File: src/sv/dafx_pkg.sv
package dafx_pkg;

    localparam int COORD_BITS   = 24;
    localparam int ANGLE_BITS   = 16;
    localparam int LIMB_BITS    = 16;  // multiplier partial product limb
    localparam int SQ_BITS      = 64;  // squared bond length, normalized
    localparam int ROOT_BITS    = 32;
    localparam int OP_BITS      = 30;  // CORDIC operand magnitude
    localparam int CORDIC_STEPS = 30;
    localparam int CORDIC_BITS  = 34;
    localparam int SHIFT_BITS   = 5;   // pair shift count of the length normalizer

    // atan(2^-i) in units of pi / 2^31
    localparam logic [31:0] ATAN_TAB [CORDIC_STEPS] = '{
        32'h20000000, 32'h12E4051E, 32'h09FB385B, 32'h051111D4, 32'h028B0D43,
        32'h0145D7E1, 32'h00A2F61E, 32'h00517C55, 32'h0028BE53, 32'h00145F2F,
        32'h000A2F98, 32'h000517CC, 32'h00028BE6, 32'h000145F3, 32'h0000A2FA,
        32'h0000517D, 32'h000028BE, 32'h0000145F, 32'h00000A30, 32'h00000518,
        32'h0000028C, 32'h00000146, 32'h000000A3, 32'h00000051, 32'h00000029,
        32'h00000014, 32'h0000000A, 32'h00000005, 32'h00000003, 32'h00000001
    };

    typedef struct packed {
        logic signed [COORD_BITS-1:0] ba_x;
        logic signed [COORD_BITS-1:0] ba_y;
        logic signed [COORD_BITS-1:0] ba_z;
        logic signed [COORD_BITS-1:0] bc_x;
        logic signed [COORD_BITS-1:0] bc_y;
        logic signed [COORD_BITS-1:0] bc_z;
        logic signed [COORD_BITS-1:0] cd_x;
        logic signed [COORD_BITS-1:0] cd_y;
        logic signed [COORD_BITS-1:0] cd_z;
    } t_item;

    typedef struct packed {
        logic signed [ANGLE_BITS-1:0] angle;
        logic                         angle_valid;
    } t_result;

endpackage

File: src/sv/dafx_mul.sv
// Signed multiplier, registered in turn: limb products, row sums, final sum.
module dafx_mul #(
    parameter int WA = 32,
    parameter int WB = 32
) (
    input  logic                     i_clk,
    input  logic signed [WA-1:0]     i_a,
    input  logic signed [WB-1:0]     i_b,
    output logic signed [WA+WB-1:0]  o_p
);

    localparam int LW = dafx_pkg::LIMB_BITS;
    localparam int NA = (WA + LW - 1) / LW;
    localparam int NB = (WB + LW - 1) / LW;
    localparam int WP = WA + WB;

    logic signed [NA*LW-1:0]  a_ext;
    logic signed [NB*LW-1:0]  b_ext;
    logic signed [LW:0]       a_limb [NA];
    logic signed [LW:0]       b_limb [NB];
    logic signed [2*LW+1:0]   r_pp   [NA][NB];
    logic signed [WP-1:0]     n_row  [NA];
    logic signed [WP-1:0]     r_row  [NA];
    logic signed [WP-1:0]     n_p;
    logic signed [WP-1:0]     r_p;

    assign a_ext = (NA*LW)'(i_a);
    assign b_ext = (NB*LW)'(i_b);

    // low limbs unsigned, top limb carries the sign
    always_comb begin
        for (int i = 0; i < NA; i++) begin
            if (i == NA - 1) begin
                a_limb[i] = {a_ext[NA*LW-1], a_ext[i*LW +: LW]};
            end else begin
                a_limb[i] = {1'b0, a_ext[i*LW +: LW]};
            end
        end
        for (int j = 0; j < NB; j++) begin
            if (j == NB - 1) begin
                b_limb[j] = {b_ext[NB*LW-1], b_ext[j*LW +: LW]};
            end else begin
                b_limb[j] = {1'b0, b_ext[j*LW +: LW]};
            end
        end
    end

    always_ff @(posedge i_clk) begin
        for (int i = 0; i < NA; i++) begin
            for (int j = 0; j < NB; j++) begin
                r_pp[i][j] <= (2*LW+2)'(a_limb[i]) * (2*LW+2)'(b_limb[j]);
            end
        end
    end

    // sums wrap modulo 2^WP; the exact product fits
    always_comb begin
        for (int i = 0; i < NA; i++) begin
            n_row[i] = '0;
            for (int j = 0; j < NB; j++) begin
                n_row[i] = n_row[i] + (WP'(r_pp[i][j]) <<< (LW*j));
            end
        end
    end

    always_ff @(posedge i_clk) begin
        r_row <= n_row;
    end

    always_comb begin
        n_p = '0;
        for (int i = 0; i < NA; i++) begin
            n_p = n_p + (r_row[i] <<< (LW*i));
        end
    end

    always_ff @(posedge i_clk) begin
        r_p <= n_p;
    end

    assign o_p = r_p;

endmodule

File: config.mk
export PLATFORM = sky130hd
export DESIGN_NAME = dafx_mul
export DESIGN_NICKNAME = d
export VERILOG_FILES = /design/src/sv/dafx_pkg.sv /design/src/sv/dafx_mul.sv
export SDC_FILE = /design/constraint.sdc
export NUM_CORES = 2
export LEC_CHECK = 0
export ABC_AREA = 1
export BUFFER_PORTS_ARGS = -buffer_cell sky130_fd_sc_hd__buf_2
export CAP_MARGIN = 20
export CORE_MARGIN = 3
export CORE_UTILIZATION = 55
export DETAILED_ROUTE_END_ITERATION = 6
export GPL_TIMING_DRIVEN = 0
export PLACE_DENSITY = 0.78
export SYNTH_ARGS = -nofsm -noshare
export SYNTH_HDL_FRONTEND = slang
export SYNTH_SLANG_ARGS = --single-unit
File: constraint.sdc
create_clock -name i_clk -period 6.85 [get_ports i_clk]
set_clock_uncertainty 0.1 [all_clocks]
set_input_delay 1.37 -clock i_clk [delete_from_list [all_inputs] [get_ports i_clk]]
set_output_delay 1.37 -clock i_clk [all_outputs]
set_load 0.03 [all_outputs]
* Word-level counts from Yosys, hierarchy flattened
Memories as Yosys holds them, arrays and structs flattened. Index checks and enable logic that the tools add are counted.
Storage, ports and cells: register bits after elaboration 163, latch bits 0, bits in writable memories 136, memory bits (read-only) 0, bits of input ports 65, output and inout port bits 64, word-level logic and storage cells 11, memories 1
Cells by class: $add $sub $neg 3, multiply operators 4, div/mod/pow operators 0, $lt $le $gt $ge 0, equality and inequality tests 0, shift-type cells 0, multiplexer cells 0, bitwise logic cells 0, reductions and logical operators 0
Memories:
- r_pp | depth 2, bits a word 68, rd ports 2, clocked after Yosys merged registers in 0, write ports 2, RTL line dafx_mul.sv:21 | logic signed [2*LW+1:0] r_pp [NA][NB];
Operators with widths (number):
- $add 51x64->64 | 1
- $mul 16x16->32 | 2
- $add 34x50->51 | 1
- $add 34x48->48 | 1
- $mul 16x17->33 | 1
- $mul 17x16->33 | 1

* Logic depth before layout (Yosys ltp)
An unclocked memory read counts as a cell.
depth after elaboration 2, gate-level depth with buffers 27, gate-level depth less buffers 26

* Worst setup path after synthesis
Ideal clock, no wire load.
kind input port to flip-flop, start point in i_a[31], end point mem r_pp[1][33] (netlist bit), setup time 0.112 ns, data arrival time 6.471 ns, required time 6.638 ns, slack 0.167 ns, stages on the path 22, path buffers 2, path through clkbuf_1 > clkbuf_1 > nand2_1 > inv_1 > fa_1 > fa_1 > fa_1 > fa_1 > fa_1 > inv_1 > fa_1 > inv_1 > ha_1 > nand2_1 > nor2_1 > inv_1 > a21oi_1 > o21bai_1 > nand3_1 > inv_1 > nand2_1 > nand2_1
RTL lines:
- start: declaration | RTL line dafx_mul.sv:7 | input logic signed [WA-1:0] i_a,
- end: declaration | RTL line dafx_mul.sv:21

==> impl_metrics.toml <==
[status]
run_status = "complete, but fails checks"
violations = "DRC"

[floorplanning]
start_util = 0.559
die_area_um2 = 99200
die_x_um = 315
pin_count = 129
fp.coreArea_um2 = 94000
die_y_um = 315
rows = 112

[synth]
ys_seq_area_frac = 0.112
synth-seq-cells = 293
async_flop_share = 0
synthAdderAreaFrac = 0.448
synthSimpleGateAreaFrac = 0.224
synth_top_area_share = 0.323
synth-main-ff-cell = "dfxtp_1"
synth_area_leader_cell = "fa_1"
avgSynthCellArea_um2 = 7.23
synth_nets = 8699
synth-compound-area-share = 0.0366
synth_edf_count = 0
syn_area_um2 = 52500
synth_top_family_by_area = "adder cells"
synthMuxAreaShare = 0
synthXorXnorAreaFrac = 0.0225
synthTopCellsByCount = "nand2_1, inv_1, fa_1"
synth_cells = 7263
yosys_warnings = 0
ys_top_cells_by_area = "fa_1, nand2_1, inv_1"
synth.most_common_cell = "nand2_1"
synth_cell_types = 40

[global_routing]
grt_pass1_wl_um = 271000
track_usage = 0.365
grt.overflow.total = 0
antenna_found_initial = 15
grt_pass1_vias = 47200
grt_max_degree = 17

[timing]
worstMarginPinSlew_ns = 1.00
max_freq_mhz = 147
setup_viol = 0
relSlewSlack = 0.330
rsz0062_at_grt = "true"
period_share = 0.991
slew_violations = 0
min_period_ns = 6.79
report.final.hold_viol_count = 0

[clocking]
cts_tree = "done"
cts_buffers = 34
cts_root_buffer = "clkbuf_16"
clock-sinks = 293
clkTransAtPathRegs_ns = 0.07
insertion_delay_ns = 0.60
cts_max_level = 2
clock_path_buffers = 3

[placement]
port_buffers = 128
place_inst = 8645
gp_congestion = 1.07
dp_hpwl_um = 151000

[route]
totalWireLength_um = 179000
vias = 46800
post_drt_wl_per_cell_um = 20.5
vias_per_cell = 5.37
antenna_left = 0
drtPass1Iterations = 7
dr.first_iter.drc_count = 4546
drc = 9

[setup_path]
cpMaxStageDelayCell = "fa_1"
cp_data_arrival_time_ns = 7.09
worst_setup_path_start_kind = "primary input"
endpoint_kind = "flip-flop"
max_stage_delay_ns = 0.57
cp.required_ns = 7.15
path_buf_inv = 5
cp_top_family = "adder cells"
crit_chain = "buf_2 > clkbuf_2 > nand2_1 > fa_1 > inv_1 > fa_1 > fa_1 > fa_1 > fa_1 > inv_1 > fa_1 > inv_1 > ha_1 > a21oi_1 > o21ai_0 > nand2_1 > nand2_1 > a21oi_1 > nand2_1 > nand2_1 > nand2_1"
crit_type = "primary input to flip-flop"
cp_max_fo = 10

[final_layout]
area_growth_pct = 7.06
nets = 8861
final_layout_size_suffix_gt1_frac = 0.0605
final_cells = 8716
fin_util = 0.598

[min_path]
min_path_type = "flip-flop to flip-flop"

[job]
cap_violations = 0
sequential cells by signal, indices dropped and copies added, names as in the netlist:
signal / flops
r_pp: 130
r_row: 99
o_p: 64
placed cells by master (no fill, tap or decap), types with 7 or more instances in the layout:
cell,n
nor2_2,22
nor2_1,300
nor3_1,43
o21bai_1,21
xnor2_1,23
clkbuf_4,12
a21oi_1,201
nand3_1,201
or2_2,22
nand2_2,20
dfxtp_1,293
clkinv_2,8
ha_1,520
inv_1,2007
buf_4,7
nand3b_1,8
xor2_1,109
fa_1,842
nand4_1,80
nor2_4,7
nand2_1,2168
nor3_2,8
clkbuf_16,35
clkbuf_2,132
buf_2,132
o21ai_0,106
a21o_1,9
diode_2,11
clkbuf_1,35
what timing repair did:
item	in CTS	in global routing
resized for setup	82	253
buffers inserted	0	0
pin swaps	0	2
hold buffers	0	0
setup endpoints to repair	45	53
worst paths after layout:
check	start	to	slack [ns]	cells after the start
max	i_a[6]	r_pp[0][64]	0.06	21
min	r_pp[0][35]	r_row[65]	0.21	0
max reg2reg	r_row[80]	o_p[48]	3.99	13
min reg2reg	r_pp[0][35]	r_row[65]	0.21	0
per-stage QoR:
step	setup TNS (ns)	worst slack (ns)	area (µm²)	hold WS [ns]
after floorplan	0	0.167	52500	0.210
after global placement	-47.34	-1.36	54700	0.211
after detailed placement	-50.27	-1.39	54700	0.212
after CTS	-0.000422	-0.000422	56000	0.218
after global routing	-0.124	-0.109	56200	0.226
final	0	0.0606	56200	0.215
area by class of cell:
| cell class | count | area [µm²] |
|---|---|---|
| fill | 8875 | 37800 |
| timing repair buffer | 128 | 648 |
| clock inverter | 24 | 255 |
| inverter | 2013 | 7560 |
| clock buffer | 38 | 897 |
| multi-input combinational | 4764 | 38400 |
| sequential | 293 | 5870 |
| buffer | 191 | 975 |
| tap | 1254 | 1570 |
| antenna | 11 | 27.5 |
layer usage:
layer  track usage  vias to the layer above  share of wire
met2         0.567                     2627           0.43
met1         0.450                    22100           0.37
met5             0                        -        0.00022
met4         0.200                        6          0.069
li1              -                    21400              -
met3         0.119                      669           0.13
cell families (layout without fill, tap and decap cells):
group	Yosys count	in the layout
AOI/OAI and AO/OA	359	359
xor gates and xnor gates	135	135
adders and majority gates	1371	1371
buffers and inverters	2206	2394
DFF	293	293
other	0	11
and+or+nand+nor	2899	2899
Power is not shown: default switching activity piles up to over one toggle a cycle in this logic, so the estimate is an artifact.
