[config.mk]
export PLATFORM = sky130hd
export DESIGN_NAME = dafx_cordic_cell
export DESIGN_NICKNAME = d
export VERILOG_FILES = /design/src/sv/dafx_pkg.sv /design/src/sv/dafx_cordic_cell.sv
export SDC_FILE = /design/constraint.sdc
export NUM_CORES = 1
export LEC_CHECK = 0
export ABC_AREA = 1
export BUFFER_PORTS_ARGS = -buffer_cell sky130_fd_sc_hd__buf_4
export CORE_ASPECT_RATIO = 0.5
export CORE_MARGIN = 5
export CORE_UTILIZATION = 45
export CTS_CLUSTER_DIAMETER = 80
export CTS_CLUSTER_SIZE = 28
export DETAILED_ROUTE_END_ITERATION = 16
export GPL_ROUTABILITY_DRIVEN = 0
export PLACE_DENSITY = 0.68
export SLEW_MARGIN = 20
export SYNTH_ARGS = -nofsm -noshare
export SYNTH_HDL_FRONTEND = slang
export SYNTH_SLANG_ARGS = --single-unit
[constraint.sdc]
create_clock -name i_clk -period 2.52 [get_ports i_clk]
set_clock_uncertainty 0.15 [all_clocks]
set_input_delay 0.252 -clock i_clk [delete_from_list [all_inputs] [get_ports i_clk]]
set_output_delay 0.252 -clock i_clk [all_outputs]
set_load 0.05 [all_outputs]
[src/sv/dafx_pkg.sv]
package dafx_pkg;

    localparam int COORD_BITS   = 24;
    localparam int ANGLE_BITS   = 16;
    localparam int LIMB_BITS    = 16;  // multiplier partial product limb
    localparam int SQ_BITS      = 64;  // squared bond length, normalized
    localparam int ROOT_BITS    = 32;
    localparam int OP_BITS      = 30;  // CORDIC operand magnitude
    localparam int CORDIC_STEPS = 30;
    localparam int CORDIC_BITS  = 34;
    localparam int SHIFT_BITS   = 5;   // pair shift count of the length normalizer

    // atan(2^-i) in units of pi / 2^31
    localparam logic [31:0] ATAN_TAB [CORDIC_STEPS] = '{
        32'h20000000, 32'h12E4051E, 32'h09FB385B, 32'h051111D4, 32'h028B0D43,
        32'h0145D7E1, 32'h00A2F61E, 32'h00517C55, 32'h0028BE53, 32'h00145F2F,
        32'h000A2F98, 32'h000517CC, 32'h00028BE6, 32'h000145F3, 32'h0000A2FA,
        32'h0000517D, 32'h000028BE, 32'h0000145F, 32'h00000A30, 32'h00000518,
        32'h0000028C, 32'h00000146, 32'h000000A3, 32'h00000051, 32'h00000029,
        32'h00000014, 32'h0000000A, 32'h00000005, 32'h00000003, 32'h00000001
    };

    typedef struct packed {
        logic signed [COORD_BITS-1:0] ba_x;
        logic signed [COORD_BITS-1:0] ba_y;
        logic signed [COORD_BITS-1:0] ba_z;
        logic signed [COORD_BITS-1:0] bc_x;
        logic signed [COORD_BITS-1:0] bc_y;
        logic signed [COORD_BITS-1:0] bc_z;
        logic signed [COORD_BITS-1:0] cd_x;
        logic signed [COORD_BITS-1:0] cd_y;
        logic signed [COORD_BITS-1:0] cd_z;
    } t_item;

    typedef struct packed {
        logic signed [ANGLE_BITS-1:0] angle;
        logic                         angle_valid;
    } t_result;

endpackage

[src/sv/dafx_cordic_cell.sv]
// One vectoring CORDIC iteration; drives y toward zero.
module dafx_cordic_cell #(
    parameter int STEP = 0
) (
    input  logic                                    i_clk,
    input  logic signed [dafx_pkg::CORDIC_BITS-1:0] i_x,
    input  logic signed [dafx_pkg::CORDIC_BITS-1:0] i_y,
    input  logic signed [dafx_pkg::CORDIC_BITS-1:0] i_z,
    output logic signed [dafx_pkg::CORDIC_BITS-1:0] o_x,
    output logic signed [dafx_pkg::CORDIC_BITS-1:0] o_y,
    output logic signed [dafx_pkg::CORDIC_BITS-1:0] o_z
);

    localparam int CB = dafx_pkg::CORDIC_BITS;
    localparam logic signed [CB-1:0] ANG = CB'(dafx_pkg::ATAN_TAB[STEP]);

    logic signed [CB-1:0] dx;
    logic signed [CB-1:0] dy;
    logic signed [CB-1:0] r_x;
    logic signed [CB-1:0] r_y;
    logic signed [CB-1:0] r_z;

    assign dx = i_y >>> STEP;
    assign dy = i_x >>> STEP;

    always_ff @(posedge i_clk) begin
        if (!i_y[CB-1]) begin
            r_x <= i_x + dx;
            r_y <= i_y - dy;
            r_z <= i_z + ANG;
        end else begin
            r_x <= i_x - dx;
            r_y <= i_y + dy;
            r_z <= i_z - ANG;
        end
    end

    assign o_x = r_x;
    assign o_y = r_y;
    assign o_z = r_z;

endmodule

# Word level (Yosys, flattened, before mapping)

Index checks and enable logic that the tools add are counted.

Register bits: 102
ROM bits: 0
Memory bits (writable): 0
Memories kept: 0
Bits in latches: 0
Output and inout bits: 102

Add/sub/neg operators: 5
Equal/unequal tests: 0
Multiply operators: 0
Shift-type cells: 0
Divide/modulo/power cells: 0
Reductions and logical operators: 0
Order comparisons: 0
Bitwise operators: 0
Muxes and demuxes: 3

Operator list:

| operator                 | number |
|---|---|
| $mux W34                 | 3 |
| $sub A34 B34 Y34         | 2 |
| $add A34 B31 Y34 const B | 1 |
| $add A34 B34 Y34         | 1 |
| $sub A34 B31 Y34 const B | 1 |

# Logic depth before layout (Yosys ltp)

Gate-level depths: netlist (run 1).

Word-level depth: 2
Depth in mapped cells: 17
Mapped depth without buffers: 16

# Worst setup path before layout (run 1)

OpenSTA, ideal clock, no wires.

Path kind: input port to flip-flop
Start: in i_y[0] (netlist name)
End: reg r_y[32] (netlist: o_y[32])
Buffers on the path: 0
Data required time: 2.257 ns
Arrival time: 1.703 ns
Path slack: 0.554 ns
Stages on the path: 13
Cells stage by stage: inv_1 > ha_1 > fa_1 > o21ai_1 > nand2_1 > nand2_1 > nand2_1 > nand2_1 > nand2_1 > nand2_1 > nand2_1 > nand3_1 > nand2_1

Cells in the longest elaborated chain, start to end: 2
Elaborated cells on any way between the ends: 3
Classes of those cells: add/sub: 2; mux: 1

Ends and longest elaborated chain:

| what                                                        | line                                           | RTL |
|---|---|---|
| start, declared                                             | dafx_cordic_cell.sv:7                          | `input logic signed [dafx_pkg::CORDIC_BITS-1:0] i_y,` |
| $sub A34 B34 Y34 / $add A34 B34 Y34 (equally long branches) | dafx_cordic_cell.sv:29, dafx_cordic_cell.sv:33 |  |
| $mux W34 *                                                  | dafx_cordic_cell.sv:27                         | `if (!i_y[CB-1]) begin` |
| end signal, assigned                                        | dafx_cordic_cell.sv:29                         | `r_y <= i_y - dy;` |
| end signal, assigned                                        | dafx_cordic_cell.sv:33                         | `r_y <= i_y + dy;` |
| end, declared                                               | dafx_cordic_cell.sv:20                         | `logic signed [CB-1:0] r_y;` |

Every way passes the cells marked *; elsewhere a longest branch is shown, timed or not.

# Worst setup path after layout (run 1)

Start: in i_x[0] (netlist name)
End: reg r_y[28] (netlist: o_y[28])

Cells in the longest elaborated chain, start to end: 2
Elaborated cells on any way between the ends: 3
Classes of those cells: add/sub: 2; mux: 1

Ends and longest elaborated chain:

| what                                                        | line                                           | RTL |
|---|---|---|
| start, declared                                             | dafx_cordic_cell.sv:6                          | `input logic signed [dafx_pkg::CORDIC_BITS-1:0] i_x,` |
| $sub A34 B34 Y34 / $add A34 B34 Y34 (equally long branches) | dafx_cordic_cell.sv:29, dafx_cordic_cell.sv:33 |  |
| $mux W34 *                                                  | dafx_cordic_cell.sv:27                         |  |

Marked as above.

==> flow_metrics.py, run 1 <==
metrics = {
    "status": {
        "status": "finished, final reports clean",
    },
    "cts": {
        "numClockSinks": 101,
        "clk_pin_slew_worst_paths_ps": 80,
        "cts_tree": "built",
        "cts_max_path_buffers": 2,
        "htree_num_levels": 3,
        "cts_resized": 0,
        "cts_root_buf": "clkbuf_16",
        "cts_made_buffers": 9,
        "cts_setup_buffers": 0,
    },
    "cells_and_area": {
        "final_area_um2": 12150,
        "nNetsFinal": 2043,
        "antenna_cells": 0,
        "syn_to_final_growth_pct": 25.43,
        "drive_gt1_frac": 0.1675,
    },
    "timing": {
        "hold_violations": 0,
        "fmax_mhz": 456.7,
        "period_needed_ps": 2190,
        "drv_slew": 0,
        "setup_violations": 0,
        "rsz0062_at_grt": "false",
        "slew_headroom": 0.6791,
        "setup_ws_ps": 330.2,
        "tightest_slew_ps": 481.4,
        "finalSetupTns_ps": 0,
        "fin_crit_sh": 0.8690,
    },
    "detailed_routing": {
        "vias": 11210,
        "routed_wl_um": 33920,
        "first_iter_violations": 1170,
        "drc": 0,
        "final_antenna_net_count": 0,
        "routedWlPerCell_um": 16.06,
        "vias_per_cell": 5.310,
        "drtPass1Iterations": 7,
    },
    "placement": {
        "place_ws_ps": 13.41,
        "place_hpwl_um": 28720,
        "io_buffers": 204,
        "place_area_um2": 11550,
    },
    "floorplan": {
        "core_um2": 20830,
        "io_pins": 205,
        "start_util": 0.4650,
        "fp.dieH_um": 113.7,
        "die_area_um2": 24740,
        "rows": 37,
        "die-width_um": 217.5,
    },
    "critical_path": {
        "cp-end-kind": "flip-flop",
        "max_stage_delay_ps": 450,
        "critPathTopFamily": "simple AND/OR/NAND/NOR gates",
        "worstSetupStartpointType": "input pin",
        "cp.arrival_ps": 2310,
        "crit_slowest_cell": "fa_1",
        "crit_cells": 12,
        "crit_top_cell": "nand2_1",
        "worstPathCellList": "buf_4 > ha_1 > fa_1 > nand2_1 > nand3_1 > and2_1 > nand2_1 > nand3_1 > nand2_1 > nand4_1 > nand3_1 > nand2_1",
        "path_class": "input pin to flip-flop",
        "crit_fanout": 5,
        "path_buf_inv": 1,
        "crit_required_ps": 2640,
    },
    "power_and_ir_drop": {
        "swShare": 0.4609,
        "pwr-share-clk": 0.208,
        "pwr-share-seq": 0.284,
        "internal_power_mw": 3.596,
        "ir_worst_vdd_mv": 0.3280,
        "combPwrFrac": 0.508,
        "leakagePower_nw": 6.628,
        "power.total_mw": 6.672,
        "power.density_nw_per_um2": 549.1,
        "power_switching_mw": 3.075,
    },
    "synth": {
        "synth-async-reset-ratio": 0,
        "synth_flop_cell": "dfxtp_1",
        "yosys_warnings": 0,
        "synth_seq_cells": 101,
        "syn-num-nets": 1803,
        "synth_edf_count": 0,
        "netlist_top_cells_area": "dfxtp_1, nand2_1, ha_1",
        "avgSynthCellArea_um2": 6.077,
        "syn-instance-count": 1594,
        "synth_top_area_cell": "dfxtp_1",
        "yosysTopAreaCellShare": 0.2087,
        "ys_seq_area_frac": 0.2087,
        "synthDistinctLibCells": 42,
        "synth_common_cells": "nand2_1, inv_1, nand3_1, nor2_1, a21oi_1",
        "synth_area_um2": 9687,
        "synth_most_common_cell": "nand2_1",
    },
    "global_route": {
        "grt_usage": 0.2645,
        "grt_max_degree": 41,
        "grt_pass1_wl_um": 52580,
        "antenna_found_initial": 0,
        "grt_pass1_vias": 10350,
        "grt.overflow.total": 0,
    },
    "hold_path": {
        "worstHoldPathCells": 3,
        "holdCritPathClass": "input pin to flip-flop",
    },
    "job": {
        "drv_cap": 0,
    },
}
## power groups by stage
stage / Sequential [mW] / Clock, mW / Combinational (mW)
after global placement: 1.93 / 0 / 3.25
after floorplan: 2.76 / 0 / 1.41
after detailed placement: 1.94 / 0 / 3.29
after global routing: 1.92 / 1.50 / 3.63
after CTS: 1.90 / 1.42 / 3.34
final: 1.90 / 1.39 / 3.39
## registers in the layout (all words and copies together), names as in the netlist
register  count
o_x          34
o_y          33
o_z          34
## cell type report
type,count,area (um^2)
Timing Repair Buffer,275,2142
Clock inverter,7,63.81
Fill cell,2076,8682
Multi-Input combinational cell,1189,6387
Sequential cell,101,2022
Tap cell,273,341.6
Inverter,258,968.4
Clock buffer,9,225.2
## stage by stage
step             util  cells  hold WS (ps)
3_3_place_gp   0.5545   2065         206.6
3_5_place_dp   0.5545   2065         207.7
5_1_grt        0.5832   2112         49.05
6_report       0.5832   2112         48.45
4_1_cts        0.5832   2112         42.60
2_1_floorplan       -   1594         129.7
## cell usage in the layout, fill, tap and decap left out, drive strengths merged, types with 9 or more instances in the layout
| master | count |
|---|---|
| nand2 | 478 |
| inv | 263 |
| buf | 244 |
| nand3 | 162 |
| nor2 | 131 |
| a21oi | 110 |
| ha | 102 |
| dfxtp | 101 |
| o21ai | 86 |
| dlygate4sd3 | 31 |
| xor2 | 27 |
| o21bai | 18 |
| nand4 | 16 |
| nor3 | 16 |
| clkbuf | 9 |
## final timing paths
check,start,to,slack [ps]
setup / recovery,i_x[0],o_y[28],330
hold / removal,i_z[33],o_z[33],50
## metal layers
metal | GRT usage | routed length (um) | part of all wire | up-vias
met2 | 0.4155 | 14520 | 0.43 | 591
li1 | - | - | - | 5505
met1 | 0.3623 | 14740 | 0.43 | 5067
met4 | 0.06521 | 589 | 0.017 | 0
met5 | 0 | 0 | 0 | -
met3 | 0.07239 | 4071 | 0.12 | 51
## cell families after synthesis
family | synth area share
compound gates | 0.1347
simple gates | 0.3574
flops | 0.2087
xor+xnor | 0.02622
mux | 0.001033
fa+ha+maj | 0.1400
buf+inv | 0.1319
## what timing repair did
action                     CTS  global route
setup endpoints to repair    0             0
hold endpoints to repair    31             0
hold buffers                31             0
## worst min-delay path: stages
cell    delay, ps
buf_4          80
xor2_1         60
xor2_1        140
(Power assumes the default switching activity.)
==> run 2, diff against run 1 <==
--- a/config.mk
+++ b/config.mk
@@ -7,7 +7,7 @@
 export LEC_CHECK = 0
 export ABC_AREA = 1
 export BUFFER_PORTS_ARGS = -buffer_cell sky130_fd_sc_hd__buf_4
-export CORE_ASPECT_RATIO = 0.5
+export CORE_ASPECT_RATIO = 2
 export CORE_MARGIN = 5
 export CORE_UTILIZATION = 45
 export CTS_CLUSTER_DIAMETER = 80
==> run 2 against run 1 <==
Clock power about the same. Sequential share of layout area decreased by 0.23 points. Setup slack improved by 65 ps. Maximum frequency increased by 3.1%. Largest cell class unchanged. Design area increased by 1.4%.
==> flow_metrics.py, run 2 (synthesis results as in run 1) <==
metrics = {
    "hold_path": {
        "holdCritPathClass": "input pin to flip-flop",
        "worstHoldPathCells": 3,
        "hold_path_startpoint": "i_z[33]",
        "hold-path-endpoint": "o_z[33]",
    },
    "timing": {
        "setup_violations": 0,
        "hold_violations": 0,
        "fin_crit_sh": 0.8431,
        "whs_ps": 46.85,
        "tightest_slew_ps": 583.3,
        "rsz0062_at_grt": "false",
        "slew_headroom": 0.6070,
        "period_needed_ps": 2125,
        "finalSetupTns_ps": 0,
        "drv_slew": 0,
        "fmax_mhz": 470.7,
    },
    "cts": {
        "htree_num_levels": 3,
        "clk_pin_slew_worst_paths_ps": 70,
        "cts_resized": 0,
        "cts_tree": "built",
        "cts_made_buffers": 9,
        "cts_max_path_buffers": 2,
        "cts_root_buf": "clkbuf_16",
        "numClockSinks": 101,
    },
    "floorplan": {
        "fp.dieH_um": 217.5,
        "die-width_um": 113.7,
        "core_um2": 21400,
        "io_pins": 205,
        "die_area_um2": 24740,
        "start_util": 0.4527,
        "rows": 76,
    },
    "global_route": {
        "grt_max_degree": 75,
        "grt_usage": 0.2943,
        "antenna_found_initial": 0,
        "grt.overflow.total": 0,
        "grt_pass1_wl_um": 56170,
        "grt_pass1_vias": 11180,
    },
    "cells_and_area": {
        "drive_gt1_frac": 0.1769,
        "seq_area_um2": 2022,
        "layout_commonest_cell": "nand2_1",
        "multiInputGateArea_um2": 6387,
        "fillers": 2216,
        "final_util": 0.5760,
        "final_cell_mix": "nand2_1, buf_4, inv_1",
        "syn_to_final_growth_pct": 27.23,
        "antenna_cells": 0,
        "nNetsFinal": 2065,
    },
    "detailed_routing": {
        "vias": 11230,
        "vias_per_cell": 5.267,
        "final_antenna_net_count": 0,
        "routed_wl_um": 36450,
        "drc": 0,
        "first_iter_violations": 702,
        "routedWlPerCell_um": 17.09,
        "drtPass1Iterations": 6,
    },
    "critical_path": {
        "worstSetupStartpointType": "input pin",
        "worstPathCellList": "buf_4 > inv_1 > ha_1 > inv_1 > a21oi_1 > o21ai_0 > nand2_1 > nand2_1 > nor2_1 > nand3_1 > nand3_1 > nand2_1",
        "crit_slowest_cell": "ha_1",
        "crit_required_ps": 2630,
        "cp.arrival_ps": 2240,
        "path_buf_inv": 3,
        "crit_fanout": 10,
        "max_stage_delay_ps": 570,
        "cp-end-kind": "flip-flop",
        "crit_top_cell": "nand2_1",
        "critPathTopFamily": "simple AND/OR/NAND/NOR gates",
        "path_class": "input pin to flip-flop",
    },
    "power_and_ir_drop": {
        "leakagePower_nw": 6.741,
        "power.total_mw": 6.744,
        "power.density_nw_per_um2": 547.2,
        "ir_worst_vdd_mv": 0.4133,
    },
    "placement": {
        "place_hpwl_um": 30590,
        "io_buffers": 204,
    },
    "job": {
        "drv_cap": 0,
    },
    "status": {
        "status": "finished, final reports clean",
    },
}
-- run 2: cell types whose count changed in the layout (fill, tap and decap cells not counted), sizes merged --
cell and change:
clkinvlp -1, buf +22, clkinv +1, clkbuf +3, inv -4
-- run 2: layout make-up --
class | count | area share
clock buffer | 12 | 0.02162
clock inverter | 3 | 0.001523
inverter | 258 | 0.07858
multi-input combinational | 1189 | 0.5183
sequential | 101 | 0.1641
tap | 273 | 0.02772
timing repair buffer | 297 | 0.1882
-- run 2: report_power, final --
part / internal (mW) / total [mW] / leakage [nW] / switching [mW]
logic: 1.11 / 3.47 / 5.74 / 2.36
clock network: 0.745 / 1.37 / 0.145 / 0.625
registers: 1.83 / 1.90 / 0.852 / 0.0699
-- run 2: layer usage --
metal,vias up,GRT usage,wire (um)
met5,-,0,0
met4,0,0.2860,4156
met3,199,0.04221,2060
met2,486,0.5374,18600
met1,4997,0.2660,11630
li1,5552,-,-
-- run 2: worst max-delay path by stage --
| stage | depth (start not counted) | to | slack (ps) | start |
|---|---|---|---|---|
| 6_report | 12 | o_y[30] | 400 | i_x[23] |
| 5_1_grt | 14 | o_y[24] | 240 | i_y[0] |
| 4_1_cts | 14 | o_x[30] | 420 | i_x[4] |
| 3_5_place_dp | 14 | o_x[30] | 30 | i_x[4] |
| 3_3_place_gp | 14 | o_x[30] | 30 | i_x[4] |
| 2_1_floorplan | 13 | o_y[32] | 550 | i_y[0] |
-- run 2: what timing repair did --
action	4_1_cts	5_1_grt
hold buffers	31	0
endpoints found under the hold margin	31	0
buffers inserted	0	0
-- run 2: per-stage QoR --
stage | instance area [um^2] | std cells | setup slack, ps
after detailed placement | 11730 | 2087 | 27.93
after global routing | 12320 | 2133 | 242.9
after CTS | 12320 | 2133 | 416.0
after floorplan | 9687 | 1594 | 554.2
final | 12320 | 2133 | 395.3
after global placement | 11730 | 2087 | 26.18
-- run 2: tightest hold or removal path, stage by stage --
cell,delay [ps]
buf_4,80
xor2_1,60
xor2_1,140
