File: src/sv/dafx_pkg.sv
package dafx_pkg;

    localparam int COORD_BITS   = 24;
    localparam int ANGLE_BITS   = 16;
    localparam int LIMB_BITS    = 16;  // multiplier partial product limb
    localparam int SQ_BITS      = 64;  // squared bond length, normalized
    localparam int ROOT_BITS    = 32;
    localparam int OP_BITS      = 30;  // CORDIC operand magnitude
    localparam int CORDIC_STEPS = 30;
    localparam int CORDIC_BITS  = 34;
    localparam int SHIFT_BITS   = 5;   // pair shift count of the length normalizer

    // atan(2^-i) in units of pi / 2^31
    localparam logic [31:0] ATAN_TAB [CORDIC_STEPS] = '{
        32'h20000000, 32'h12E4051E, 32'h09FB385B, 32'h051111D4, 32'h028B0D43,
        32'h0145D7E1, 32'h00A2F61E, 32'h00517C55, 32'h0028BE53, 32'h00145F2F,
        32'h000A2F98, 32'h000517CC, 32'h00028BE6, 32'h000145F3, 32'h0000A2FA,
        32'h0000517D, 32'h000028BE, 32'h0000145F, 32'h00000A30, 32'h00000518,
        32'h0000028C, 32'h00000146, 32'h000000A3, 32'h00000051, 32'h00000029,
        32'h00000014, 32'h0000000A, 32'h00000005, 32'h00000003, 32'h00000001
    };

    typedef struct packed {
        logic signed [COORD_BITS-1:0] ba_x;
        logic signed [COORD_BITS-1:0] ba_y;
        logic signed [COORD_BITS-1:0] ba_z;
        logic signed [COORD_BITS-1:0] bc_x;
        logic signed [COORD_BITS-1:0] bc_y;
        logic signed [COORD_BITS-1:0] bc_z;
        logic signed [COORD_BITS-1:0] cd_x;
        logic signed [COORD_BITS-1:0] cd_y;
        logic signed [COORD_BITS-1:0] cd_z;
    } t_item;

    typedef struct packed {
        logic signed [ANGLE_BITS-1:0] angle;
        logic                         angle_valid;
    } t_result;

endpackage

File: src/sv/dafx_sqrt_cell.sv
// One step of the bitwise square root; STEP picks the trial bit.
module dafx_sqrt_cell #(
    parameter int STEP = 0
) (
    input  logic                             i_clk,
    input  logic [dafx_pkg::SQ_BITS-1:0]     i_op,
    input  logic [dafx_pkg::SQ_BITS-1:0]     i_res,
    output logic [dafx_pkg::SQ_BITS-1:0]     o_op,
    output logic [dafx_pkg::SQ_BITS-1:0]     o_res
);

    localparam int SW = dafx_pkg::SQ_BITS;
    localparam logic [SW-1:0] TRIAL = SW'(1) << (SW - 2 - 2*STEP);

    logic [SW:0]   trial_sum;
    logic [SW-1:0] n_op;
    logic [SW-1:0] n_res;
    logic [SW-1:0] r_op;
    logic [SW-1:0] r_res;

    always_comb begin
        trial_sum = {1'b0, i_res} + {1'b0, TRIAL};
        if ({1'b0, i_op} >= trial_sum) begin
            n_op  = i_op - trial_sum[SW-1:0];
            n_res = (i_res >> 1) + TRIAL;
        end else begin
            n_op  = i_op;
            n_res = i_res >> 1;
        end
    end

    always_ff @(posedge i_clk) begin
        r_op  <= n_op;
        r_res <= n_res;
    end

    assign o_op  = r_op;
    assign o_res = r_res;

endmodule

File: config.mk
export PLATFORM = sky130hd
export DESIGN_NAME = dafx_sqrt_cell
export DESIGN_NICKNAME = d
export VERILOG_FILES = /design/src/sv/dafx_pkg.sv /design/src/sv/dafx_sqrt_cell.sv
export SDC_FILE = /design/constraint.sdc
export NUM_CORES = 1
export LEC_CHECK = 0
export ABC_CLOCK_PERIOD_IN_PS = 3550
export CAP_MARGIN = 20
export CELL_PAD_IN_SITES_DETAIL_PLACEMENT = 1
export CELL_PAD_IN_SITES_GLOBAL_PLACEMENT = 1
export CORE_ASPECT_RATIO = 0.75
export CORE_MARGIN = 1
export CORE_UTILIZATION = 24
export CTS_BUF_LIST = sky130_fd_sc_hd__clkbuf_4 sky130_fd_sc_hd__clkbuf_8
export DETAILED_ROUTE_END_ITERATION = 6
export DONT_BUFFER_PORTS = 1
export PLACE_DENSITY_LB_ADDON = 0.1
export RECOVER_POWER = 25
export SETUP_SLACK_MARGIN = 0.05
export SLEW_MARGIN = 20
export SYNTH_ARGS = -nofsm -noshare
export SYNTH_HDL_FRONTEND = slang
export SYNTH_SLANG_ARGS = --single-unit
File: constraint.sdc
create_clock -name i_clk -period 3.55 [get_ports i_clk]
set_input_delay 0.1775 -clock i_clk [delete_from_list [all_inputs] [get_ports i_clk]]
set_output_delay 0.1775 -clock i_clk [all_outputs]
set_load 0.02 [all_outputs]
After elaboration in Yosys (flattened, before gate mapping)

Cells that the tools add are included.

Memories: 0
Logic and storage cells: 9
Output and inout port bits: 128
Latch bits: 0
Register bits after elaboration: 128
Bits in writable memories: 0
Bits of input ports: 129
Bits in read-only memories: 0

Add/sub/neg operators: 3
Multiplexer cells: 2
Divide/modulo/power cells: 0
Equality and inequality tests: 0
Order comparisons: 1
Shift-type cells: 0
$mul: 0
Bitwise gates (word level): 0
Reductions and logical operators: 0

Operators by type and width:

| cell                                                              | number |
|---|---|
| 64-bit by 63-bit adder with 65-bit output (second input constant) | 1 |
| 64-bit by 65-bit >= comparator with 1-bit output                  | 1 |
| 63-bit by 63-bit adder with 64-bit output (second input constant) | 1 |
| 64-bit two-way mux                                                | 1 |
| 64-bit subtractor                                                 | 1 |
| 63-bit two-way mux                                                | 1 |

Longest topological paths before layout

Gate-level depths: netlist (run 1).

Depth in word-level cells: 3
Depth in mapped cells: 16
Depth with buffers taken out: 13

Least setup slack after synthesis (run 1)

Ideal clock, no wire load.

Path kind: input port to flip-flop
Start point: input port i_res[1] in the netlist's numbering
End point: register r_op[27] (netlist: o_op[27])
Required time: 3429 ps
Library setup time: 121 ps
Data arrival time: 2800 ps
Setup slack: 629 ps
Stages: 14
Cell sequence: inv_1 > ha_1 > nor2b_1 > o2111ai_2 > a31oi_1 > o31a_1 > o2111ai_2 > a211o_1 > a211oi_2 > o31ai_4 > nand2_2 > buf_6 > buf_8 > mux2_4

Cells in the longest elaborated chain, start to end: 3

Ends and longest elaborated chain:

| what                                                                                  | RTL line                                   | source |
|---|---|---|
| start, declared                                                                       | dafx_sqrt_cell.sv:7                        | `input logic [dafx_pkg::SQ_BITS-1:0] i_res,` |
| 64-bit by 63-bit adder with 65-bit output *                                           | dafx_sqrt_cell.sv:22                       | `trial_sum = {1'b0, i_res} + {1'b0, TRIAL};` |
| 64-bit subtractor or 64-bit by 65-bit >= comparator with 1-bit output (tied branches) | dafx_sqrt_cell.sv:24, dafx_sqrt_cell.sv:23 |  |
| 64-bit two-way mux *                                                                  | dafx_sqrt_cell.sv:23                       | `if ({1'b0, i_op} >= trial_sum) begin` |
| via n_op[27]                                                                          | dafx_sqrt_cell.sv:16                       | `logic [SW-1:0] n_op;` |
| end signal, assigned                                                                  | dafx_sqrt_cell.sv:33                       | `r_op <= n_op;` |
| end, declared                                                                         | dafx_sqrt_cell.sv:18                       | `logic [SW-1:0] r_op;` |

The timed path passes the listed nets; every way through them passes the cells marked *.
A chain may end at the register's enable or synchronous reset.

Worst setup path after layout (run 1)

Start point: input port i_res[36] in the netlist's numbering
End point: register r_op[0] (netlist: o_op[0])

Cells in the longest elaborated chain, start to end: 3

Ends and longest elaborated chain:

| what                                             | RTL line |
|---|---|
| 64-bit by 63-bit adder with 65-bit output        | dafx_sqrt_cell.sv:22 |
| 64-bit by 65-bit >= comparator with 1-bit output | dafx_sqrt_cell.sv:23 |
| 64-bit two-way mux                               | dafx_sqrt_cell.sv:23 |
| via n_op[0]                                      | dafx_sqrt_cell.sv:16 |

The timed path passes the listed nets, and every way through them passes these cells.

==> results of run 1 <==
## report_power, final
| part | total [mW] | leakage (nW) | switching (mW) | internal [mW] |
|---|---|---|---|---|
| Combinational | 1.36 | 3.30 | 0.721 | 0.635 |
| Sequential | 1.92 | 1.08 | 0.308 | 1.62 |
| Clock | 1.51 | 0.219 | 0.649 | 0.860 |
## layout make-up
type / instances / share of cell area [%]
sequential: 128 / 24.6
timing repair buffer: 175 / 15.9
tap: 442 / 5.31
inverter: 91 / 3.28
clock inverter: 11 / 1.80
clock buffer: 19 / 2.51
multi-input combinational: 672 / 46.6
## per-layer routing
metal	routed length, microns	vias up	track usage (%)
met5	0	-	0
met4	391	0	5.10
met3	1530	18	4.35
met2	13000	164	26.9
met1	17000	3489	28.8
li1	-	3622	-
## stage by stage
stage / setup WS, ns / hold WS (ns) / TNS, ns / instance area, sq um / power, mW
after floorplan: 0.629 / 0.205 / 0 / 7970 / 2.80
after global placement: -0.157 / 0.205 / -0.281 / 8670 / 3.20
after detailed placement: -0.131 / 0.205 / -0.217 / 8670 / 3.19
after CTS: 0.241 / 0.0188 / 0 / 10400 / 4.88
after global routing: 0.0672 / 0.0337 / 0 / 10400 / 5.07
final: 0.293 / 0.0656 / 0 / 10400 / 4.79
## critical path, stage by stage
cell and delay (ns):
sky130_fd_sc_hd__inv_1 0.03, sky130_fd_sc_hd__ha_1 0.36, sky130_fd_sc_hd__nand2_1 0.20, sky130_fd_sc_hd__o21ai_1 0.14, sky130_fd_sc_hd__a221oi_2 0.30, sky130_fd_sc_hd__o21ai_1 0.20
sky130_fd_sc_hd__a311oi_2 0.34, sky130_fd_sc_hd__o31a_2 0.25, sky130_fd_sc_hd__o21ai_2 0.13, sky130_fd_sc_hd__o31a_1 0.33, sky130_fd_sc_hd__buf_4 0.22, sky130_fd_sc_hd__nor3_1 0.31
sky130_fd_sc_hd__a21oi_1 0.08, sky130_fd_sc_hd__dlygate4sd3_1 0.56
## flip-flops by register name, indices dropped and copies added (netlist names)
signal and count:
o_op 64, o_res 64
## worst paths after layout
check / from / to / slack (ns) / cells past startpoint
worst max-delay path: i_res[36] / o_op[0] / 0.29 / 14
worst min-delay path: i_op[59] / o_op[59] / 0.07 / 2
## synthesized netlist by cell type, drive strengths merged (29+ instances only)
master	number
o21ai	38
dfxtp	128
xnor2	36
inv	91
a21o	40
nor2	55
mux2	42
ha	65
nand2	62
a21oi	85
nor3	29
clkbuf	29
## cells by family (layout without fill, tap and decap cells)
logic type	after synthesis	count (layout)
adder cells (fa/ha/maj)	66	66
multiplexers	43	43
flip-flops	128	128
AND/OR/NAND/NOR	248	248
XOR/XNOR	51	51
buffers and inverters	135	296
AO/OA/AOI/OAI	264	264
## cell usage in the layout, fill, tap and decap left out, types with 4 or more instances in the layout
master                          synthesis  layout
sky130_fd_sc_hd__dlygate4sd3_1          0     128
sky130_fd_sc_hd__dfxtp_1              128     128
sky130_fd_sc_hd__inv_1                 90      90
sky130_fd_sc_hd__a21oi_1               84      84
sky130_fd_sc_hd__ha_1                  65      65
sky130_fd_sc_hd__nand2_1               61      61
sky130_fd_sc_hd__nor2_1                54      54
sky130_fd_sc_hd__buf_4                  2      45
sky130_fd_sc_hd__a21o_1                40      40
sky130_fd_sc_hd__xnor2_1               36      36
sky130_fd_sc_hd__o21ai_0               33      33
sky130_fd_sc_hd__nor3_1                29      29
sky130_fd_sc_hd__nand3_1               28      28
sky130_fd_sc_hd__mux2_4                25      25
sky130_fd_sc_hd__nand4_1               22      22
sky130_fd_sc_hd__clkbuf_8               0      19
sky130_fd_sc_hd__mux2_2                17      17
sky130_fd_sc_hd__o21bai_1              16      16
sky130_fd_sc_hd__xor2_1                15      15
sky130_fd_sc_hd__a31oi_1               14      14
sky130_fd_sc_hd__o31ai_1               13      13
sky130_fd_sc_hd__and3_1                11      11
sky130_fd_sc_hd__nor2b_1                7       7
sky130_fd_sc_hd__or3_1                  6       6
sky130_fd_sc_hd__o21a_1                 6       6
sky130_fd_sc_hd__nand2b_1               5       5
sky130_fd_sc_hd__a41oi_1                5       5
sky130_fd_sc_hd__a211o_1                5       5
sky130_fd_sc_hd__and2_1                 5       5
sky130_fd_sc_hd__bufinv_16              0       5
sky130_fd_sc_hd__or2_2                  4       4
sky130_fd_sc_hd__o21ai_1                4       4
sky130_fd_sc_hd__a211oi_1               4       4
sky130_fd_sc_hd__o211ai_1               4       4
## timing repair
action | in CTS | in global routing
endpoints found under the setup margin | 0 | 2
hold endpoints to repair | 127 | 0
buffers inserted | 0 | 1
hold buffers | 128 | 0
resized for setup | 0 | 2
==> flow_summary.rst, run 1 <==
.. list-table::
   :header-rows: 1

   * - Metric
     - Value
   * - Status
     - finished, final reports clean
   * - Antenna violations before repair
     - 0
   * - Area fraction of the dominant cell type after synthesis
     - roughly 32%
   * - Max capacitance violation total
     - 0
   * - Number of antenna cells inserted
     - 0
   * - Via Count
     - 7293
   * - Dominant cell type by area after synthesis
     - sky130_fd_sc_hd__dfxtp_1
   * - Effective utilization at floorplan
     - roughly 25%
   * - Peak supply drop
     - 232 uV
   * - GRT Total Usage
     - 19.2%
   * - Post-synth cell types
     - 73
   * - Vias in the first global route
     - between 7000 and 8000
   * - Peak fanout along the critical path
     - 13
   * - Remaining antenna violation count
     - 0
   * - Headroom to the max-slew limit
     - 54.6%
   * - Endpoints failing hold
     - 0
   * - GPL Wtd Cong
     - 0.811
   * - FF/Latch Area
     - 2560 sq um
   * - Post-detailed-route via-to-cell ratio
     - 4.74
   * - Syn nets
     - 1130
   * - Transition at the pin with the smallest max-transition slack
     - slightly below 0.7 ns
   * - IO Pins
     - 257
   * - Max frequency
     - 307 MHz
   * - Syn Area/Cell
     - 8.53 sq um
   * - Residual overflow from global routing
     - 0
   * - RSZ-0062 raised after global routing
     - false
   * - Proportion of layout cells with a drive suffix above 1
     - 12.8%
   * - Standard-cell row count
     - 57
   * - Wire length of the first global-routing pass
     - about 49000 microns
   * - Pins over their slew limit
     - 0
   * - Data required time of the worst path
     - about 3.9 ns
   * - Startpoint class of the critical path
     - primary input
   * - Warning count from the yosys run
     - 0
   * - Area fraction in compound gates after synthesis
     - between 20 and 25%
   * - Top_reg_cell synth
     - sky130_fd_sc_hd__dfxtp_1
   * - CP Capture Type
     - flip-flop
   * - Number of failing setup endpoints in the final timing report
     - 0
   * - Maximum number of pins on one net before global-route repair
     - 30
   * - Post-synthesis simple-gate area fraction
     - 15.2%
   * - Shortest clock period the worst path allows after layout
     - 3.26 ns
   * - Layout overhead on the synthesized area
     - 30.7%
   * - IO buf count
     - 0
   * - Placed Cells
     - 1379
   * - Pre-antenna DRT Iters
     - 6
   * - Adder-Cell Fraction of Synth Area
     - a little over a tenth
   * - Kind of path behind the tightest hold check
     - primary input to flip-flop
   * - Leakage power total
     - about 4.6 nW
   * - Xor/xnor share of the synthesized area
     - 5.60%
   * - Sequential share of the synthesized area
     - 32.1%
   * - TritonCTS clock tree
     - done
   * - Synthesized area
     - 7970 sq um
   * - CTS root buf
     - sky130_fd_sc_hd__clkbuf_8
   * - Dpl hpwl
     - approximately 25000 microns
   * - Synthesized flop and latch total
     - between 100 and 150
   * - Wire per inst
     - 20.8 microns
   * - Async SR Flop Fraction
     - 0%
   * - Critical setup path kind
     - primary input to flip-flop
   * - H-tree Lvls
     - 4
   * - Total number of clock tree sinks
     - 128
   * - Post-Route WL
     - 31900 microns
   * - Main combinational cell family by area after synthesis
     - compound AO/OA/AOI/OAI gates
   * - Number of nets in the finished design
     - 1280
   * - Portion of the clock cycle consumed by the worst path in the final layout
     - 91.8%
   * - Total core area
     - 32500 sq um
   * - Iteration-0 DRC count of the detailed router
     - ~290
   * - Cts bufs inserted
     - 17
   * - Cell Count, Final, Fillers Out
     - 1538
   * - Total power divided by cell area
     - about 460 nW/um^2
   * - Arrival time worst endpoint
     - 3.64 ns
   * - Buffer levels on the longest clock path
     - 2
   * - Clock transition at the register clock pins on the worst setup and hold paths after CTS
     - 0.08 ns
   * - Die outline area
     - 34000 sq um
   * - Die boundary width
     - 212 microns
   * - Gate count of the mapped netlist
     - 935
   * - Multiplexer share of the synthesized area
     - around 7.2%
   * - Final core area utilization
     - 32.0%
   * - Remaining routing DRC violations
     - 0
   * - Area of the multi-input gates
     - roughly 4900 sq um
   * - Count of flip-flops with a built-in enable after synthesis
     - 0
   * - Fill cells
     - 3840
   * - Ranking of synthesized cells by area
     - sky130_fd_sc_hd__dfxtp_1, sky130_fd_sc_hd__ha_1, sky130_fd_sc_hd__a21oi_1, sky130_fd_sc_hd__mux2_4, sky130_fd_sc_hd__inv_1
   * - Die Y
     - between 150 and 200 microns
Note: power is estimated with default switching activity, not from simulation.
==> inputs of run 2 (changes only) <==
--- a/config.mk
+++ b/config.mk
@@ -5,7 +5,7 @@
 export SDC_FILE = /design/constraint.sdc
 export NUM_CORES = 1
 export LEC_CHECK = 0
-export ABC_CLOCK_PERIOD_IN_PS = 3550
+export ABC_CLOCK_PERIOD_IN_PS = 3300
 export CAP_MARGIN = 20
 export CELL_PAD_IN_SITES_DETAIL_PLACEMENT = 1
 export CELL_PAD_IN_SITES_GLOBAL_PLACEMENT = 1
@@ -15,7 +15,7 @@
 export CTS_BUF_LIST = sky130_fd_sc_hd__clkbuf_4 sky130_fd_sc_hd__clkbuf_8
 export DETAILED_ROUTE_END_ITERATION = 6
 export DONT_BUFFER_PORTS = 1
-export PLACE_DENSITY_LB_ADDON = 0.1
+export PLACE_DENSITY = 0.51
 export RECOVER_POWER = 25
 export SETUP_SLACK_MARGIN = 0.05
 export SLEW_MARGIN = 20
==> constraint.sdc (replaced) <==
create_clock -name i_clk -period 3.3 [get_ports i_clk]
set_input_delay 0.165 -clock i_clk [delete_from_list [all_inputs] [get_ports i_clk]]
set_output_delay 0.165 -clock i_clk [all_outputs]
set_load 0.02 [all_outputs]
==> run 2 against run 1 <==
Against the previous run: clock-buffer cell count grew 3; core utilization up 0.79 points; hold slack gained 0.062 ns; combinational power is 12% higher; sequential share of layout area fell by 0.59 points; flip-flop and latch count unchanged; cell count increased by 2.3%; total power grew 6.8%; critical path type unchanged; critical endpoint unchanged; largest power group unchanged.
==> flow_summary.rst, run 2 (same netlist as run 1, synthesis figures left out) <==
.. list-table::
   :header-rows: 1

   * - Metric
     - Value
   * - Startpoint class of the critical path
     - primary input
   * - Post-Route WL
     - 32100 microns
   * - Post-Place Cell Area
     - 8930 sq um
   * - Pre-antenna DRT Iters
     - 4
   * - Kind of path behind the tightest hold check
     - primary input to flip-flop
   * - Cts bufs inserted
     - 17
   * - Endpoints failing hold
     - 0
   * - Die Y
     - 160 microns
   * - Commonest cells after routing, fill and taps aside
     - sky130_fd_sc_hd__dlygate4sd3_1, sky130_fd_sc_hd__dfxtp_1, sky130_fd_sc_hd__inv_1, sky130_fd_sc_hd__a21oi_1, sky130_fd_sc_hd__buf_4
   * - Portion of the clock cycle consumed by the worst path in the final layout
     - 93.1%
   * - Clock power frac
     - between 20% and 30%
   * - Headroom to the max-slew limit
     - a little over 60%
   * - GPL Wtd Cong
     - 0.838
   * - Critical setup path kind
     - primary input to flip-flop
   * - Family with the most delay on the worst path
     - compound AO/OA/AOI/OAI gates
   * - CTS root buf
     - sky130_fd_sc_hd__clkbuf_8
   * - Dpl hpwl
     - roughly 25000 microns
   * - IO Pins
     - between 200 and 300
   * - Clock transition at the register clock pins on the worst setup and hold paths after CTS
     - ~0.090 ns
   * - Arrival time worst endpoint
     - 3.50 ns
   * - GRT Total Usage
     - around a fifth
   * - Worst hold stages
     - 3
   * - Leakage power total
     - 4.76 nW
   * - Layout overhead on the synthesized area
     - 33.9%
   * - Max frequency
     - approximately 330 MHz
   * - Highest cell delay on the worst timing path
     - 0.55 ns
   * - Shortest clock period the worst path allows after layout
     - 3.07 ns
   * - Iteration-0 DRC count of the detailed router
     - 390
   * - Peak fanout along the critical path
     - 13
   * - Worst Hold Launch
     - i_res[0]
   * - Buffer levels on the longest clock path
     - 2
   * - Layout Cell Area excl Fill
     - 10700 sq um
   * - CP Capture Type
     - flip-flop
   * - Total number of clock tree sinks
     - about 130
   * - Die outline area
     - roughly 34000 sq um
   * - Pins over their slew limit
     - 0
   * - Remaining routing DRC violations
     - 0
   * - Wire length of the first global-routing pass
     - 48600 microns
   * - Standard-cell row count
     - 57
   * - Transition at the pin with the smallest max-transition slack
     - roughly 0.6 ns
   * - Residual overflow from global routing
     - 0
   * - Total power divided by cell area
     - between 400 and 500 nW/um^2
   * - Proportion of layout cells with a drive suffix above 1
     - around 16%
   * - Total internal power
     - ~3.3 mW
   * - Fraction of power spent switching nets
     - 35.8%
   * - Hold-critical path endpoint
     - o_op[1]
   * - Number of nets in the finished design
     - between 1000 and 1500
   * - H-tree Lvls
     - 4
   * - Maximum number of pins on one net before global-route repair
     - 25
   * - IO buf count
     - 0
   * - Status
     - finished, final reports clean
   * - Ordered cell list for the critical path
     - inv_1, ha_1, nor2b_1, o2111ai_2, a31oi_1, o31a_1, o2111ai_2, a211o_1, a211oi_4, o31a_1, buf_6, nor3_1, dlygate4sd3_1, a21oi_1
   * - Combinational power share
     - 29.7%
   * - Hold Slack
     - 0.128 ns
   * - Number of failing setup endpoints in the final timing report
     - 0
   * - TritonCTS clock tree
     - done
   * - Seq pwr share
     - 40.5%
   * - Slowest stage cell on the critical path
     - sky130_fd_sc_hd__dlygate4sd3_1
   * - Effective utilization at floorplan
     - about a quarter
   * - Number of buffer and inverter stages on the critical path
     - 3
   * - Data required time of the worst path
     - 3.73 ns
   * - Number of antenna cells inserted
     - 0
   * - Max capacitance violation total
     - 0
   * - Antenna violations before repair
     - 0
   * - Via Count
     - 7496
   * - Cell count along the critical path
     - 14
   * - RSZ-0062 raised after global routing
     - true
   * - Total core area
     - 32500 sq um
   * - NetSw
     - between 1.5 and 2 mW
   * - Vias in the first global route
     - 8076
   * - Wire per inst
     - 20.4 microns
   * - Post-detailed-route via-to-cell ratio
     - roughly 4.8
   * - Remaining antenna violation count
     - 0
   * - Most common cell after layout, fill and taps aside
     - sky130_fd_sc_hd__dlygate4sd3_1
   * - Peak supply drop
     - 184 uV
   * - Die boundary width
     - around 210 microns
run 2: how the worst max path moves through the flow:
stage | to | startpoint
after floorplan | o_op[27] | i_res[1]
after global placement | o_op[62] | i_res[20]
after detailed placement | o_op[16] | i_res[1]
after CTS | o_op[62] | i_op[1]
after global routing | o_op[0] | i_res[1]
final | o_op[0] | i_res[1]
run 2: cell type report:
cell class / count / area (sq um)
clock buffers: 22 / 290
inverters: 91 / 342
clock inverters: 9 / 133
flip-flops and latches: 128 / 2560
well taps: 442 / 553
fillers: 3872 / 21800
repair buffers: 209 / 1930
multi-input cells: 672 / 4860
run 2: per-stage QoR:
stage          utilization, %  worst slack [ns]  cells  TNS (ns)  power [mW]
3_3_place_gp             27.4            -0.119   1412     -2.92        3.48
2_1_floorplan               -             0.392    935         0        3.02
3_5_place_dp             27.4           -0.0772   1412     -1.62        3.48
5_1_grt                  32.8            0.0771   1573         0        5.40
6_report                 32.8             0.227   1573         0        5.11
4_1_cts                  32.7            0.0517   1572         0        5.18
run 2: routing by layer:
metal | vias to the layer above | global-route usage [%] | share of wire [%] | wire, microns
li1 | 3683 | - | - | -
met1 | 3603 | 27.8 | 52 | 16700
met2 | 184 | 27.3 | 41 | 13200
met3 | 26 | 5.17 | 5.6 | 1790
met4 | 0 | 5.46 | 1.6 | 516
met5 | - | 0 | 0 | 0
run 2: power groups by stage:
stage | clock network (mW) | logic, mW | registers, mW
floorplan | 0 | 0.953 | 2.06
global route | 1.65 | 1.66 | 2.09
finish | 1.52 | 1.52 | 2.07
global placement | 0 | 1.37 | 2.12
detailed placement | 0 | 1.37 | 2.11
CTS | 1.59 | 1.51 | 2.08
run 2: repair_timing:
action,in CTS,in global routing
hold buffers,129,0
endpoints found under the setup margin,0,6
gates resized for setup,0,6
buffers inserted,0,1
endpoints found under the hold margin,128,0
